### src/design/pulse_width_manchester_frame_decoder_assert.svh
// ----------------------------------------------------------------------------
// Assertion macros for the pulse-width Manchester frame decoder
// Clocked on clk, disabled while arst_n is low.
// ----------------------------------------------------------------------------
`ifndef PULSE_WIDTH_MANCHESTER_FRAME_DECODER_ASSERT_SVH
`define PULSE_WIDTH_MANCHESTER_FRAME_DECODER_ASSERT_SVH

// Condition holds at every edge
`define PWMFD_ASSERT_ALWAYS(label, cond) \
	label: assert property (@(posedge clk) disable iff (!arst_n) (cond)) \
		else $error("pwmfd: invariant violated");

// Consequent holds in the cycle after the antecedent
`define PWMFD_ASSERT_NEXT(label, pre, post) \
	label: assert property (@(posedge clk) disable iff (!arst_n) (pre) |=> (post)) \
		else $error("pwmfd: next-cycle check failed");

`endif

### src/design/pwmfd_pkg.sv
// ----------------------------------------------------------------------------
// pwmfd_pkg
// Shared widths, codes and types of the pulse-width Manchester frame decoder.
// ----------------------------------------------------------------------------
`timescale 1ns / 1ps
`default_nettype none

package pwmfd_pkg;

	// Widths
	localparam int DUR_W      = 15;
	localparam int FRAME_BITS = 34;
	localparam int DATA_BITS  = FRAME_BITS - 2;
	localparam int HALF_N     = 2 * FRAME_BITS;
	localparam int CNT_W      = $clog2(HALF_N + 3);
	localparam int TYPE_LSB   = 29;
	localparam int CFG_IDX_W  = 3;

	// Register reset values
	localparam logic [DUR_W-1:0] HALF_MIN_RST = DUR_W'(380);
	localparam logic [DUR_W-1:0] HALF_MAX_RST = DUR_W'(620);
	localparam logic [DUR_W-1:0] FULL_MIN_RST = DUR_W'(880);
	localparam logic [DUR_W-1:0] FULL_MAX_RST = DUR_W'(1120);

	// Register indexes
	localparam logic [CFG_IDX_W-1:0] REG_HALF_MIN = 3'd0;
	localparam logic [CFG_IDX_W-1:0] REG_HALF_MAX = 3'd1;
	localparam logic [CFG_IDX_W-1:0] REG_FULL_MIN = 3'd2;
	localparam logic [CFG_IDX_W-1:0] REG_FULL_MAX = 3'd3;
	localparam logic [CFG_IDX_W-1:0] REG_SLAVE    = 3'd4;

	// Sticky error codes
	localparam logic [1:0] ERR_NONE   = 2'd0;
	localparam logic [1:0] ERR_GLITCH = 2'd1;
	localparam logic [1:0] ERR_TIMING = 2'd2;

	// Frame status codes
	localparam logic [2:0] ST_OK     = 3'd0;
	localparam logic [2:0] ST_GLITCH = 3'd1;
	localparam logic [2:0] ST_TIMING = 3'd2;
	localparam logic [2:0] ST_START  = 3'd3;
	localparam logic [2:0] ST_PARITY = 3'd4;
	localparam logic [2:0] ST_TYPE   = 3'd5;

	// Captured frame handed to the decoder: newest half-bit in bit 0
	typedef struct packed {
		logic [HALF_N-1:0] sr;
		logic [CNT_W-1:0]  cnt;
		logic [1:0]        err;
	} snap_t;

endpackage

`default_nettype wire

### src/design/pwmfd_ifs.sv
// ----------------------------------------------------------------------------
// pwmfd channel interfaces
// Segment input, frame result and register write channels.
// ----------------------------------------------------------------------------
`timescale 1ns / 1ps
`default_nettype none

interface pwmfd_seg_if;
	logic                         valid;
	logic                         ready;
	logic                         segment_level;
	logic [pwmfd_pkg::DUR_W-1:0]  segment_duration;
	logic                         frame_end;

	modport source(output valid, output segment_level, output segment_duration,
		output frame_end, input ready);
	modport sink(input valid, input segment_level, input segment_duration,
		input frame_end, output ready);
endinterface

interface pwmfd_frame_if;
	logic                                valid;
	logic                                ready;
	logic [pwmfd_pkg::DATA_BITS-1:0]     frame_word;
	logic [2:0]                          frame_status;

	modport source(output valid, output frame_word, output frame_status, input ready);
	modport sink(input valid, input frame_word, input frame_status, output ready);
endinterface

interface pwmfd_cfg_if;
	logic                             valid;
	logic                             ready;
	logic [pwmfd_pkg::CFG_IDX_W-1:0]  index;
	logic [pwmfd_pkg::DUR_W-1:0]      data;

	modport source(output valid, output index, output data, input ready);
	modport sink(input valid, input index, input data, output ready);
endinterface

`default_nettype wire

### src/design/pulse_width_manchester_frame_decoder.sv
// ----------------------------------------------------------------------------
// pulse_width_manchester_frame_decoder
// Turns timed line segments into half-bits and decodes 34-bit Manchester frames.
// ----------------------------------------------------------------------------
//  channel | dir | payload                                      | transfer when
//  seg     | in  | segment_level, segment_duration, frame_end   | valid & ready
//  frame   | out | frame_word, frame_status                     | valid & ready
//  cfg     | in  | index, data                                  | valid & ready
//
//  One segment per cycle while seg.ready is high; a frame_end segment's result is
//  offered after it passes the input register, snapshot stage and result register,
//  the two register stages after the input register.
//  arst_n loads the register reset values and clears half-bit capture, count and sticky error.
//  A stalled result holds the decode stage; plain segments keep flowing until
//  the next frame_end reaches the input register. cfg is always ready.
// ----------------------------------------------------------------------------
`timescale 1ns / 1ps
`default_nettype none
`include "pulse_width_manchester_frame_decoder_assert.svh"

module pulse_width_manchester_frame_decoder (
	input  wire logic     clk,
	input  wire logic     arst_n,
	pwmfd_seg_if.sink     seg,
	pwmfd_frame_if.source frame,
	pwmfd_cfg_if.sink     cfg
);

	// Configuration
	logic [pwmfd_pkg::DUR_W-1:0]   hmin_q, hmax_q, fmin_q, fmax_q;
	logic                          slave_q;

	// Input register
	logic                          valid_s1;
	logic                          lvl_s1;
	logic [pwmfd_pkg::DUR_W-1:0]   dur_s1;
	logic                          fend_s1;
	logic                          adv_s1;

	// Frame capture state
	logic [pwmfd_pkg::HALF_N-1:0]  sr_q, sr_nx;
	logic [pwmfd_pkg::CNT_W-1:0]   cnt_q, cnt_nx, cnt_sum;
	logic [1:0]                    sticky_q, err_nx;
	logic                          in_half, in_full;

	logic                          dec_ready;
	pwmfd_pkg::snap_t              snap;

	assign cfg.ready = 1'b1;
	assign adv_s1    = valid_s1 && (!fend_s1 || dec_ready);
	assign seg.ready = !valid_s1 || adv_s1;

	// Register writes
	always_ff @(posedge clk or negedge arst_n) begin
		if (!arst_n) begin
			hmin_q  <= pwmfd_pkg::HALF_MIN_RST;
			hmax_q  <= pwmfd_pkg::HALF_MAX_RST;
			fmin_q  <= pwmfd_pkg::FULL_MIN_RST;
			fmax_q  <= pwmfd_pkg::FULL_MAX_RST;
			slave_q <= 1'b1;
		end else if (cfg.valid) begin
			unique case (cfg.index)
				pwmfd_pkg::REG_HALF_MIN: hmin_q  <= cfg.data;
				pwmfd_pkg::REG_HALF_MAX: hmax_q  <= cfg.data;
				pwmfd_pkg::REG_FULL_MIN: fmin_q  <= cfg.data;
				pwmfd_pkg::REG_FULL_MAX: fmax_q  <= cfg.data;
				pwmfd_pkg::REG_SLAVE:    slave_q <= cfg.data[0];
				default: ;
			endcase
		end
	end

	// Input register
	always_ff @(posedge clk or negedge arst_n) begin
		if (!arst_n) begin
			valid_s1 <= 1'b0;
		end else if (seg.ready) begin
			valid_s1 <= seg.valid;
		end
	end

	always_ff @(posedge clk) begin
		if (seg.ready && seg.valid) begin
			lvl_s1  <= seg.segment_level;
			dur_s1  <= seg.segment_duration;
			fend_s1 <= seg.frame_end;
		end
	end

	// Segment classification and half-bit shift-in
	assign in_half = (dur_s1 >= hmin_q) && (dur_s1 <= hmax_q);
	assign in_full = (dur_s1 >= fmin_q) && (dur_s1 <= fmax_q);
	assign cnt_sum = cnt_q + (in_half ? pwmfd_pkg::CNT_W'(1) : pwmfd_pkg::CNT_W'(2));

	always_comb begin
		sr_nx  = sr_q;
		cnt_nx = cnt_q;
		err_nx = sticky_q;
		if (sticky_q == pwmfd_pkg::ERR_NONE && dur_s1 != '0) begin
			if (!in_half && !in_full) begin
				err_nx = (dur_s1 < hmin_q) ? pwmfd_pkg::ERR_GLITCH : pwmfd_pkg::ERR_TIMING;
			end else if (cnt_sum > pwmfd_pkg::CNT_W'(pwmfd_pkg::HALF_N)) begin
				err_nx = pwmfd_pkg::ERR_TIMING;
			end else if (in_half) begin
				sr_nx  = {sr_q[pwmfd_pkg::HALF_N-2:0], lvl_s1};
				cnt_nx = cnt_sum;
			end else begin
				sr_nx  = {sr_q[pwmfd_pkg::HALF_N-3:0], lvl_s1, lvl_s1};
				cnt_nx = cnt_sum;
			end
		end
	end

	assign snap.sr  = sr_nx;
	assign snap.cnt = cnt_nx;
	assign snap.err = err_nx;

	// Capture state; cleared after every frame end
	always_ff @(posedge clk or negedge arst_n) begin
		if (!arst_n) begin
			sr_q     <= '0;
			cnt_q    <= '0;
			sticky_q <= pwmfd_pkg::ERR_NONE;
		end else if (adv_s1) begin
			if (fend_s1) begin
				sr_q     <= '0;
				cnt_q    <= '0;
				sticky_q <= pwmfd_pkg::ERR_NONE;
			end else begin
				sr_q     <= sr_nx;
				cnt_q    <= cnt_nx;
				sticky_q <= err_nx;
			end
		end
	end

	pwmfd_dec u_dec (
		.clk        (clk),
		.arst_n     (arst_n),
		.snap_in    (snap),
		.load       (adv_s1 && fend_s1),
		.slave_side (slave_q),
		.can_load   (dec_ready),
		.frame      (frame)
	);

	// Checks
	`PWMFD_ASSERT_ALWAYS(a_cnt_range, cnt_q <= pwmfd_pkg::CNT_W'(pwmfd_pkg::HALF_N))
	`PWMFD_ASSERT_ALWAYS(a_err_code, sticky_q <= pwmfd_pkg::ERR_TIMING)
	`PWMFD_ASSERT_NEXT(a_frame_clear, adv_s1 && fend_s1, cnt_q == '0 && sticky_q == pwmfd_pkg::ERR_NONE)
	`PWMFD_ASSERT_NEXT(a_err_sticks, adv_s1 && !fend_s1 && sticky_q != pwmfd_pkg::ERR_NONE, sticky_q == $past(sticky_q) && cnt_q == $past(cnt_q))

endmodule

`default_nettype wire

### src/design/pwmfd_dec.sv
// ----------------------------------------------------------------------------
// pwmfd_dec
// Frame decode stage: salvage, realign, Manchester decode, checks, result reg.
// ----------------------------------------------------------------------------
`timescale 1ns / 1ps
`default_nettype none

module pwmfd_dec (
	input  wire logic             clk,
	input  wire logic             arst_n,
	input  wire pwmfd_pkg::snap_t snap_in,
	input  wire logic             load,
	input  wire logic             slave_side,
	output logic                  can_load,
	pwmfd_frame_if.source         frame
);

	logic                              valid_s2;
	pwmfd_pkg::snap_t                  snap_s2;
	logic                              valid_q;
	logic [pwmfd_pkg::DATA_BITS-1:0]   word_q;
	logic [2:0]                        status_q;
	logic                              adv_s2;

	logic [pwmfd_pkg::HALF_N-1:0]      al;
	logic                              al_ok;
	logic [pwmfd_pkg::HALF_N-1:0]      hb;
	logic [pwmfd_pkg::FRAME_BITS-1:0]  pbit;
	logic [pwmfd_pkg::FRAME_BITS-1:0]  pbad;
	logic [pwmfd_pkg::DATA_BITS-1:0]   word;
	logic [pwmfd_pkg::DATA_BITS-1:0]   word_d;
	logic [2:0]                        status_d;
	logic                              type_bad;

	// Handshake between snapshot stage and result register
	assign adv_s2   = valid_s2 && (!valid_q || frame.ready);
	assign can_load = !valid_s2 || adv_s2;

	assign frame.valid        = valid_q;
	assign frame.frame_word   = word_q;
	assign frame.frame_status = status_q;

	// Salvage a one-short capture and align to 68 half-bits, first in MSB
	always_comb begin
		al    = snap_s2.sr;
		al_ok = 1'b0;
		if (snap_s2.cnt == pwmfd_pkg::CNT_W'(pwmfd_pkg::HALF_N)) begin
			al_ok = 1'b1;
		end else if (snap_s2.cnt == pwmfd_pkg::CNT_W'(pwmfd_pkg::HALF_N - 1)) begin
			if (snap_s2.sr[pwmfd_pkg::HALF_N-2]) begin
				// leading zero: the unused top bit is already clear
				al_ok = 1'b1;
			end else if (!snap_s2.sr[0]) begin
				al    = {snap_s2.sr[pwmfd_pkg::HALF_N-2:0], 1'b1};
				al_ok = 1'b1;
			end
		end
	end

	// Shift forward one place, invert, tail keeps the last bit uninverted
	assign hb = {~al[pwmfd_pkg::HALF_N-2:0], al[0]};

	// Manchester pairs: 01 is a one, 10 is a zero
	always_comb begin
		for (int i = 0; i < pwmfd_pkg::FRAME_BITS; i++) begin
			pbit[i] = !hb[pwmfd_pkg::HALF_N-1-2*i] && hb[pwmfd_pkg::HALF_N-2-2*i];
			pbad[i] = hb[pwmfd_pkg::HALF_N-1-2*i] == hb[pwmfd_pkg::HALF_N-2-2*i];
		end
		for (int j = 0; j < pwmfd_pkg::DATA_BITS; j++) begin
			word[j] = pbit[pwmfd_pkg::FRAME_BITS-2-j];
		end
	end

	// Message type check on bits 30:29 of the word
	assign type_bad = slave_side ? (word[pwmfd_pkg::TYPE_LSB+1 -: 2] != 2'b00)
	                             : (word[pwmfd_pkg::TYPE_LSB+1 -: 2] != 2'b10);

	// Status priority
	always_comb begin
		word_d   = '0;
		status_d = pwmfd_pkg::ST_OK;
		if (snap_s2.err != pwmfd_pkg::ERR_NONE) begin
			status_d = (snap_s2.err == pwmfd_pkg::ERR_GLITCH) ? pwmfd_pkg::ST_GLITCH
			                                                   : pwmfd_pkg::ST_TIMING;
		end else if (!al_ok) begin
			status_d = pwmfd_pkg::ST_TIMING;
		end else if (pbad[0] || !pbit[0]) begin
			status_d = pwmfd_pkg::ST_START;
		end else if ((|pbad[pwmfd_pkg::FRAME_BITS-1:1]) ||
		             !pbit[pwmfd_pkg::FRAME_BITS-1]) begin
			status_d = pwmfd_pkg::ST_TIMING;
		end else begin
			word_d = word;
			if (^word) begin
				status_d = pwmfd_pkg::ST_PARITY;
			end else if (type_bad) begin
				status_d = pwmfd_pkg::ST_TYPE;
			end
		end
	end

	// Control
	always_ff @(posedge clk or negedge arst_n) begin
		if (!arst_n) begin
			valid_s2 <= 1'b0;
			valid_q  <= 1'b0;
		end else begin
			if (load) begin
				valid_s2 <= 1'b1;
			end else if (adv_s2) begin
				valid_s2 <= 1'b0;
			end
			if (adv_s2) begin
				valid_q <= 1'b1;
			end else if (frame.ready) begin
				valid_q <= 1'b0;
			end
		end
	end

	// Payload
	always_ff @(posedge clk) begin
		if (load) begin
			snap_s2 <= snap_in;
		end
		if (adv_s2) begin
			word_q   <= word_d;
			status_q <= status_d;
		end
	end

endmodule

`default_nettype wire
### src/flat_wrapper.sv
// flat-port wrapper written by rule: the top's interface ports become plain ports
module pulse_width_manchester_frame_decoder_flat 
  (clk, arst_n, seg_valid, seg_segment_level, seg_segment_duration, seg_frame_end, seg_ready, frame_valid, frame_frame_word, frame_frame_status, frame_ready, cfg_valid, cfg_index, cfg_data, cfg_ready);
  pwmfd_seg_if seg_i ();
  pwmfd_frame_if frame_i ();
  pwmfd_cfg_if cfg_i ();
  input  wire logic clk;
  input  wire logic arst_n;
  input wire logic [$bits(seg_i.valid)-1:0] seg_valid;
  input wire logic [$bits(seg_i.segment_level)-1:0] seg_segment_level;
  input wire logic [$bits(seg_i.segment_duration)-1:0] seg_segment_duration;
  input wire logic [$bits(seg_i.frame_end)-1:0] seg_frame_end;
  output wire logic [$bits(seg_i.ready)-1:0] seg_ready;
  output wire logic [$bits(frame_i.valid)-1:0] frame_valid;
  output wire logic [$bits(frame_i.frame_word)-1:0] frame_frame_word;
  output wire logic [$bits(frame_i.frame_status)-1:0] frame_frame_status;
  input wire logic [$bits(frame_i.ready)-1:0] frame_ready;
  input wire logic [$bits(cfg_i.valid)-1:0] cfg_valid;
  input wire logic [$bits(cfg_i.index)-1:0] cfg_index;
  input wire logic [$bits(cfg_i.data)-1:0] cfg_data;
  output wire logic [$bits(cfg_i.ready)-1:0] cfg_ready;
  assign seg_i.valid = seg_valid;
  assign seg_i.segment_level = seg_segment_level;
  assign seg_i.segment_duration = seg_segment_duration;
  assign seg_i.frame_end = seg_frame_end;
  assign seg_ready = seg_i.ready;
  assign frame_valid = frame_i.valid;
  assign frame_frame_word = frame_i.frame_word;
  assign frame_frame_status = frame_i.frame_status;
  assign frame_i.ready = frame_ready;
  assign cfg_i.valid = cfg_valid;
  assign cfg_i.index = cfg_index;
  assign cfg_i.data = cfg_data;
  assign cfg_ready = cfg_i.ready;
  pulse_width_manchester_frame_decoder u_core (.clk(clk), .arst_n(arst_n), .seg(seg_i), .frame(frame_i), .cfg(cfg_i));
endmodule
### config.mk
export PLATFORM = sky130hd
export DESIGN_NAME = pulse_width_manchester_frame_decoder_flat
export DESIGN_NICKNAME = d
export VERILOG_FILES = /design/src/design/pwmfd_pkg.sv /design/src/design/pwmfd_ifs.sv /design/src/design/pulse_width_manchester_frame_decoder.sv /design/src/design/pwmfd_dec.sv /design/src/flat_wrapper.sv
export VERILOG_INCLUDE_DIRS = /design/src /design/src/design
export SDC_FILE = /design/constraint.sdc
export NUM_CORES = 1
export LEC_CHECK = 0
export BUFFER_PORTS_ARGS = -buffer_cell sky130_fd_sc_hd__buf_2
export CORE_MARGIN = 2
export CORE_UTILIZATION = 50
export CTS_CLUSTER_DIAMETER = 100
export DETAILED_ROUTE_END_ITERATION = 8
export GPL_TIMING_DRIVEN = 0
export PLACE_DENSITY = 0.78
export SYNTH_ARGS = -nofsm -noshare
export SYNTH_HDL_FRONTEND = slang
export SYNTH_SLANG_ARGS = --single-unit
### constraint.sdc
create_clock -name clk -period 12.4 [get_ports clk]
set_input_delay 1.24 -clock clk [delete_from_list [all_inputs] [get_ports clk]]
set_output_delay 1.24 -clock clk [all_outputs]
set_load 0.02 [all_outputs]
; ---- Yosys cells after proc, flatten, opt, wreduce, memory -nomap -nowiden
; Index checks and enable logic that the tools add are counted.
[totals]
register_bits = 269
latchBits = 0
ramBits = 0
mem_bits_ro = 0
in_bits = 40
out_inout_bits = 38
memories = 0
[op_classes]
n_addsub = 1
mul = 0
n_div = 0
order_cmp = 6
eq_ne = 42
shift = 0
mux = 35
bitwise = 2
n_reduce_logical = 105
[ops]
columns = operator, n
row1 = 2-to-1 mux 68 bit, 5
row2 = 2-to-1 mux 67 bit, 4
row3 = NOT 67 bit, 1
row4 = logical AND 1 bit, 42
row5 = zero test 1 bit, 42
row6 = == test 1 bit, 34
row7 = OR reduction 33 bit, 1
row8 = parity 32 bit, 1
row9 = >= comparator 15 bit, 2
row10 = less-or-equal comparator 15 bit, 2
row11 = 2-to-1 mux 7 bit, 4
row12 = 2-to-1 mux 3 bit, 6
row13 = < comparator 15 bit, 1
row14 = nonzero test 15 bit, 1
row15 = == test 7 bit (second input constant), 2
row16 = 2-to-1 mux 2 bit, 7
row17 = AND reduction 2 bit, 5
row18 = 2-to-1 mux 1 bit, 9
row19 = nonzero test 2 bit, 4
row20 = adder 7 bit, 1
row21 = greater-than comparator 7 bit (second input constant), 1
row22 = == test 3 x 2 -> 1 bit (second input constant), 2
row23 = logical OR 1 bit, 6
row24 = OR reduction 4 bit, 1
row25 = other kinds (7), 7

; ---- Logic depth before layout (Yosys ltp)
[depth]
ltp_word = 15
depth_mapped = 21
depth_no_buf = 18

; ---- Cells and area by module
; Synthesis repeated with hierarchy kept, for this count alone.
[unflattened]
cells_unflattened = 1225
hier_area_um2 = 14816.7
[modules_own_cells]
columns = module, n_inst, cells_per_inst, area_each_um2, seq_area_each_um2
row1 = pulse_width_manchester_frame_decoder, 1, 837, 9546.7, 4013.8
row2 = pwmfd_dec, 1, 388, 5270.1, 3383.2

; ---- Worst setup path before layout
; No wires, ideal clock.
[synth_timing]
path_kind = flip-flop to flip-flop
from = register u_core.dur_s1[12] (netlist name)
to = register u_core.u_dec.snap_s2[5] (netlist name), data pin
setup_time_ps = 269
arrival_ps = 3712
required_ps = 12131
path_slack_ps = 8419
path_stages_with_launch = 21
cell_sequence = edfxtp_1 -> ha_1 -> a21o_1 -> a21o_1 -> a21oi_1 -> o21ai_1 -> o21ai_2 -> inv_2 -> ha_1 -> fa_1 -> nor2_1 -> maj3_1 -> nand4_1 -> a31oi_1 -> nor2b_1 -> o21ai_2 -> buf_4 -> buf_6 -> buf_2 -> nor2_1 -> xor2_1
[synth_between]
elab_chain_len = 8
elab_cells_between_ends = 17
[synth_rtl]
columns = item, line_no
row1 = start: declaration, pulse_width_manchester_frame_decoder.sv:36  ; logic [pwmfd_pkg::DUR_W-1:0] dur_s1;
row2 = start signal: assignment, pulse_width_manchester_frame_decoder.sv:85  ; dur_s1 <= seg.segment_duration;
row3 = >= comparator 15 bit or less-or-equal comparator 15 bit (tied branches), pulse_width_manchester_frame_decoder.sv:91  ; assign in_half = (dur_s1 >= hmin_q) && (dur_s1 <= hmax_q);
row4 = logical AND 1 bit, pulse_width_manchester_frame_decoder.sv:91
row5 = 2-to-1 mux 2 bit, pulse_width_manchester_frame_decoder.sv:93  ; assign cnt_sum = cnt_q + (in_half ? pwmfd_pkg::CNT_W'(1) : pwmfd_pkg::CNT_W'(2));
row6 = adder 7 bit, pulse_width_manchester_frame_decoder.sv:93
row7 = greater-than comparator 7 bit, pulse_width_manchester_frame_decoder.sv:102  ; end else if (cnt_sum > pwmfd_pkg::CNT_W'(pwmfd_pkg::HALF_N)) begin
row8 = 2-to-1 mux 7 bit, pulse_width_manchester_frame_decoder.sv:102
row9 = 2-to-1 mux 7 bit, pulse_width_manchester_frame_decoder.sv:100  ; if (!in_half && !in_full) begin
row10 = 2-to-1 mux 7 bit (*), pulse_width_manchester_frame_decoder.sv:99  ; if (sticky_q == pwmfd_pkg::ERR_NONE && dur_s1 != '0) begin
row11 = net u_core.cnt_nx (one bit), pulse_width_manchester_frame_decoder.sv:42  ; logic [pwmfd_pkg::CNT_W-1:0] cnt_q, cnt_nx, cnt_sum;
row12 = end signal: assignment, pwmfd_dec.sv:124  ; snap_s2 <= snap_in;
row13 = end: declaration, pwmfd_dec.sv:19  ; pwmfd_pkg::snap_t snap_s2;
; The timed path passes the listed nets; every way through them passes the cells marked *.
; A chain may end at the register's enable or synchronous reset.

; ---- Worst setup path in the final report
[layout_timing]
from = register u_core.dur_s1[10] (netlist name)
to = register u_core.u_dec.snap_s2[10] (netlist name), data pin
[layout_between]
elab_chain_len = 8
elab_cells_between_ends = 18
[layout_rtl]
columns = item, line_no
row1 = >= comparator 15 bit or less-or-equal comparator 15 bit (tied branches), pulse_width_manchester_frame_decoder.sv:91
row2 = logical AND 1 bit, pulse_width_manchester_frame_decoder.sv:91
row3 = 2-to-1 mux 2 bit, pulse_width_manchester_frame_decoder.sv:93
row4 = adder 7 bit, pulse_width_manchester_frame_decoder.sv:93
row5 = greater-than comparator 7 bit, pulse_width_manchester_frame_decoder.sv:102
row6 = 2-to-1 mux 68 bit, pulse_width_manchester_frame_decoder.sv:102
row7 = 2-to-1 mux 68 bit, pulse_width_manchester_frame_decoder.sv:100
row8 = 2-to-1 mux 68 bit (*), pulse_width_manchester_frame_decoder.sv:99
row9 = net u_core.sr_nx (one bit), pulse_width_manchester_frame_decoder.sv:41  ; logic [pwmfd_pkg::HALF_N-1:0] sr_q, sr_nx;
; Marks and branches as above.

==> results summary <==
The areal power density over the cells is 161 mW/mm². The final number of max-transition violations came to 0. The detailed placement HPWL came out at 24.2 mm.

At the worst endpoint, the required time is between 10 and 15 ns. Clock-pin slew was measured on the worst setup and hold paths at 0.06 ns. The count of filler cells inserted in the layout is 2445. The initial antenna violation count came out at 0. Counting cells, the worst reg-to-reg path comes to 18. The minimum clock period after layout came out at 5.12 ns. Data arrives at the worst endpoint at 5.38 ns. The number of global-route vias before repair came out at 10899.

In the layout the commonest cells are 134 x nand2_1, 128 x edfxtp_1, 121 x o21ai_0. The Yosys step of the flow raised 0 warnings. The category of the worst setup path capture point is a register. The number of distinct library cells after synthesis came out at 61. In this run, post-CTS repair resized a total of 0 instances. The worst supply voltage drop on vdd came out at 0.116 mV. The standard-cell row count is 63. TritonCTS built the clock tree. After floorplanning, the core was sized to cover 0.0295 mm². Wires add up to ~33 mm. The remaining global-route overflow is 0. At the end of routability-driven placement, the weighted congestion stood at 0.860. In this run, synthesis produced a sequential element count of 268. The largest stage delay on the critical path came out at 0.56 ns. The accumulated negative setup slack came out at 0 ns.

The horizontal extent of the die is about 180 µm. The total track usage is 0.218. The number of nets in the finished design is 1608. The setup violation total in the final timing report came out at 0.

The number of sinks handled by clock tree synthesis is 268. Setup repair after global routing left no endpoint under its margin. Yosys attributes the largest share of cell area to edfxtp_1 26%, dfrtp_1 20%, ha_1 7.9%. Summed over all cells, the static leakage comes to 6.90 nW. The signal on the critical path passes through ha_1 > a211oi_1 > o21ai_0 > a221oi_1 > a22o_1 > o21ai_2 > buf_2 > fa_1 > nor2_1 > maj3_1 > nand4_1 > a31oi_1 > nor2b_1 > o21ai_2 > buf_4 > buf_2 > buf_2 > o21ai_0. The number of detailed-route iterations in the first pass is 7. The path class of the tightest hold or removal check is reg2reg.

The instance count on the critical path came out at 18. In this run, synthesis inferred 128 flip-flops with an integrated enable. The wire length of the first global-routing pass came out at between 50 and 60 mm. The detailed router finished its first iteration with 667 violations. The worst setup slack for register-to-register paths is between 7 and 8 ns. The max-cap check violation count came out at 0. The slowest cell on the critical path is fa_1. The cell accounting for the most synthesized area is edfxtp_1. Of the post-synthesis cell area, the dominant cell type holds 0.258. The die span in y came out at 177 µm. The number of design rule violations left after detail routing came out at 0.

By startpoint and endpoint, the worst setup path is classified as reg2reg. STA classifies the critical path startpoint as a register. The worst-path maximum fanout is 11. The average via count per standard cell came out at a little under 6. When the netlist entered floorplanning its net count stood at 1499. The layout-stage area growth over the synthesis result is 12.7%.

The overall power is 2.70 mW. The via count is 10895. The run finished with clean final reports. The I/O pin count is just under 80. CTS built an H-tree with a depth of 1.

The count of buffers added by post-CTS timing repair for setup came out at 0. The count of port buffers added during placement is 76. The maximum buffer depth of the clock tree came out at 3. The post-detailed-route wirelength per cell came out at 17.7 µm.

The most used flip-flop cell after synthesis is edfxtp_1. The proportion of register bits with asynchronous set or reset after synthesis is 0.522. The die area came out at 0.0312 mm². The number of hold buffers added after CTS is 0.

The cell area that synthesis handed to floorplanning was approximately 0.015 mm². The number of buffers and inverters on the critical path is 4. The effective utilization at floorplan is 0.505.

For this run, the register share of the synthesized area comes to 0.495. The maximum operating frequency came out at 195 MHz. The most repeated library cell on the critical path is buf_2. Of the available clock period, the critical path in the final layout requires 0.413. The final hold violation count is 0. The transition time of the tightest slew-check pin is roughly 0.94 ns. The count of antenna diodes in the layout came out at 0. The clock insertion delay at the later pin of the skew report is 0.55 ns. The instance count along the most critical hold path is 1. The library cell used most frequently in the layout, excluding fill and tap cells, is nand2_1. Once detail routing completed, the nets flagged for antenna violations numbered 0.

The maximum number of pins on one net before global-route repair came out at 81. The average instance area after synthesis came out at 10.9 µm². In this design, the largest share of critical-path delay is due to compound AO/OA/AOI/OAI gates. The worst relative slew slack is 0.377. The share of cells above drive strength 1 came out at 0.161.

Clock skew on the completed layout was measured at 0.0136 ns. The root buffer selected by CTS is clkbuf_16. Buffers inserted during clock tree synthesis total 29. The synthesized instance count is 1364.
-- stage by stage --
step	area [µm²]	setup WS, ns	hold WS, ns	cells	util
finish	16800	7.28	0.505	1885	0.570
global route	16800	7.06	0.516	1885	0.570
CTS	16800	7.36	0.506	1885	0.570
detailed placement	15800	7.40	0.493	1832	0.537
global placement	15800	7.41	0.487	1830	0.535
floorplan	14900	8.42	0.466	1364	-
-- state kept, by name, indices dropped and copies added (netlist names) --
register                         cells
u_core.cnt_q                         7
u_core.dur_s1                       15
u_core.fend_s1                       1
u_core.fmax_q                       15
u_core.fmin_q                       15
u_core.hmax_q                       15
u_core.hmin_q                       15
u_core.lvl_s1                        1
u_core.slave_q                       1
u_core.sr_q                         67
u_core.sticky_q                      2
u_core.u_dec.frame.frame_status      3
u_core.u_dec.frame.frame_word       32
u_core.u_dec.frame.valid             1
u_core.u_dec.snap_s2                76
u_core.u_dec.valid_s2                1
u_core.valid_s1                      1
-- final timing paths --
| path | start | end |
|---|---|---|
| max in group asynchronous | arst_n | u_core.hmin_q[2]$_DFFE_PN1P_ |
| worst max register to register | u_core.dur_s1[10]$_DFFE_PP_ | u_core.u_dec.snap_s2[10]$_DFFE_PP_ |
| worst min register to register | u_core.fmax_q[11]$_DFFE_PN0P_ | u_core.fmax_q[11]$_DFFE_PN0P_ |
| worst min-delay path | u_core.fmax_q[11]$_DFFE_PN0P_ | u_core.fmax_q[11]$_DFFE_PN0P_ |
| min in group asynchronous | arst_n | u_core.hmax_q[10]$_DFFE_PN0P_ |
| worst max-delay path | u_core.dur_s1[10]$_DFFE_PP_ | u_core.u_dec.snap_s2[10]$_DFFE_PP_ |
-- layout make-up --
class / count / area [µm²] / share of cell area
inverter: 68 / 258 / 0.0153
buffer: 83 / 368 / 0.0219
clock inverter: 8 / 71.3 / 0.00425
sequential: 268 / 7370 / 0.439
timing repair buffer: 78 / 442 / 0.0263
tap: 390 / 488 / 0.0290
multi-input combinational: 945 / 6910 / 0.411
clock buffer: 45 / 888 / 0.0529
-- routing by layer --
metal	part of all wire	vias up	global-route usage
li1	-	5185	-
met1	0.41	5259	0.287
met2	0.48	372	0.364
met3	0.071	79	0.0337
met4	0.034	0	0.0847
met5	0	-	0
-- report_power, final --
part	switching, mW	internal (mW)
clock network	0.345	0.511
registers	0.0671	1.05
logic	0.469	0.252
-- Yosys cell counts (all sizes together), types with 35 or more instances --
| cell | n |
|---|---|
| a22oi | 65 |
| and2 | 35 |
| buf | 39 |
| clkbuf | 44 |
| dfrtp | 120 |
| edfxtp | 128 |
| ha | 94 |
| inv | 68 |
| mux2 | 52 |
| mux2i | 96 |
| nand2 | 134 |
| nor2b | 72 |
| o21ai | 126 |
| o31ai | 69 |
-- cell families (layout without fill, tap and decap cells) --
family          after synthesis  after routing  synth area share
simple gates                344            344             0.119
compound gates              318            318             0.137
flops                       268            268             0.495
buf+inv                     151            282            0.0418
mux                         148            148             0.104
fa+ha+maj                    96             96            0.0809
xor+xnor                     38             38            0.0223
other cells                   1              1          0.000252
Note: power is estimated with default switching activity, not from simulation.
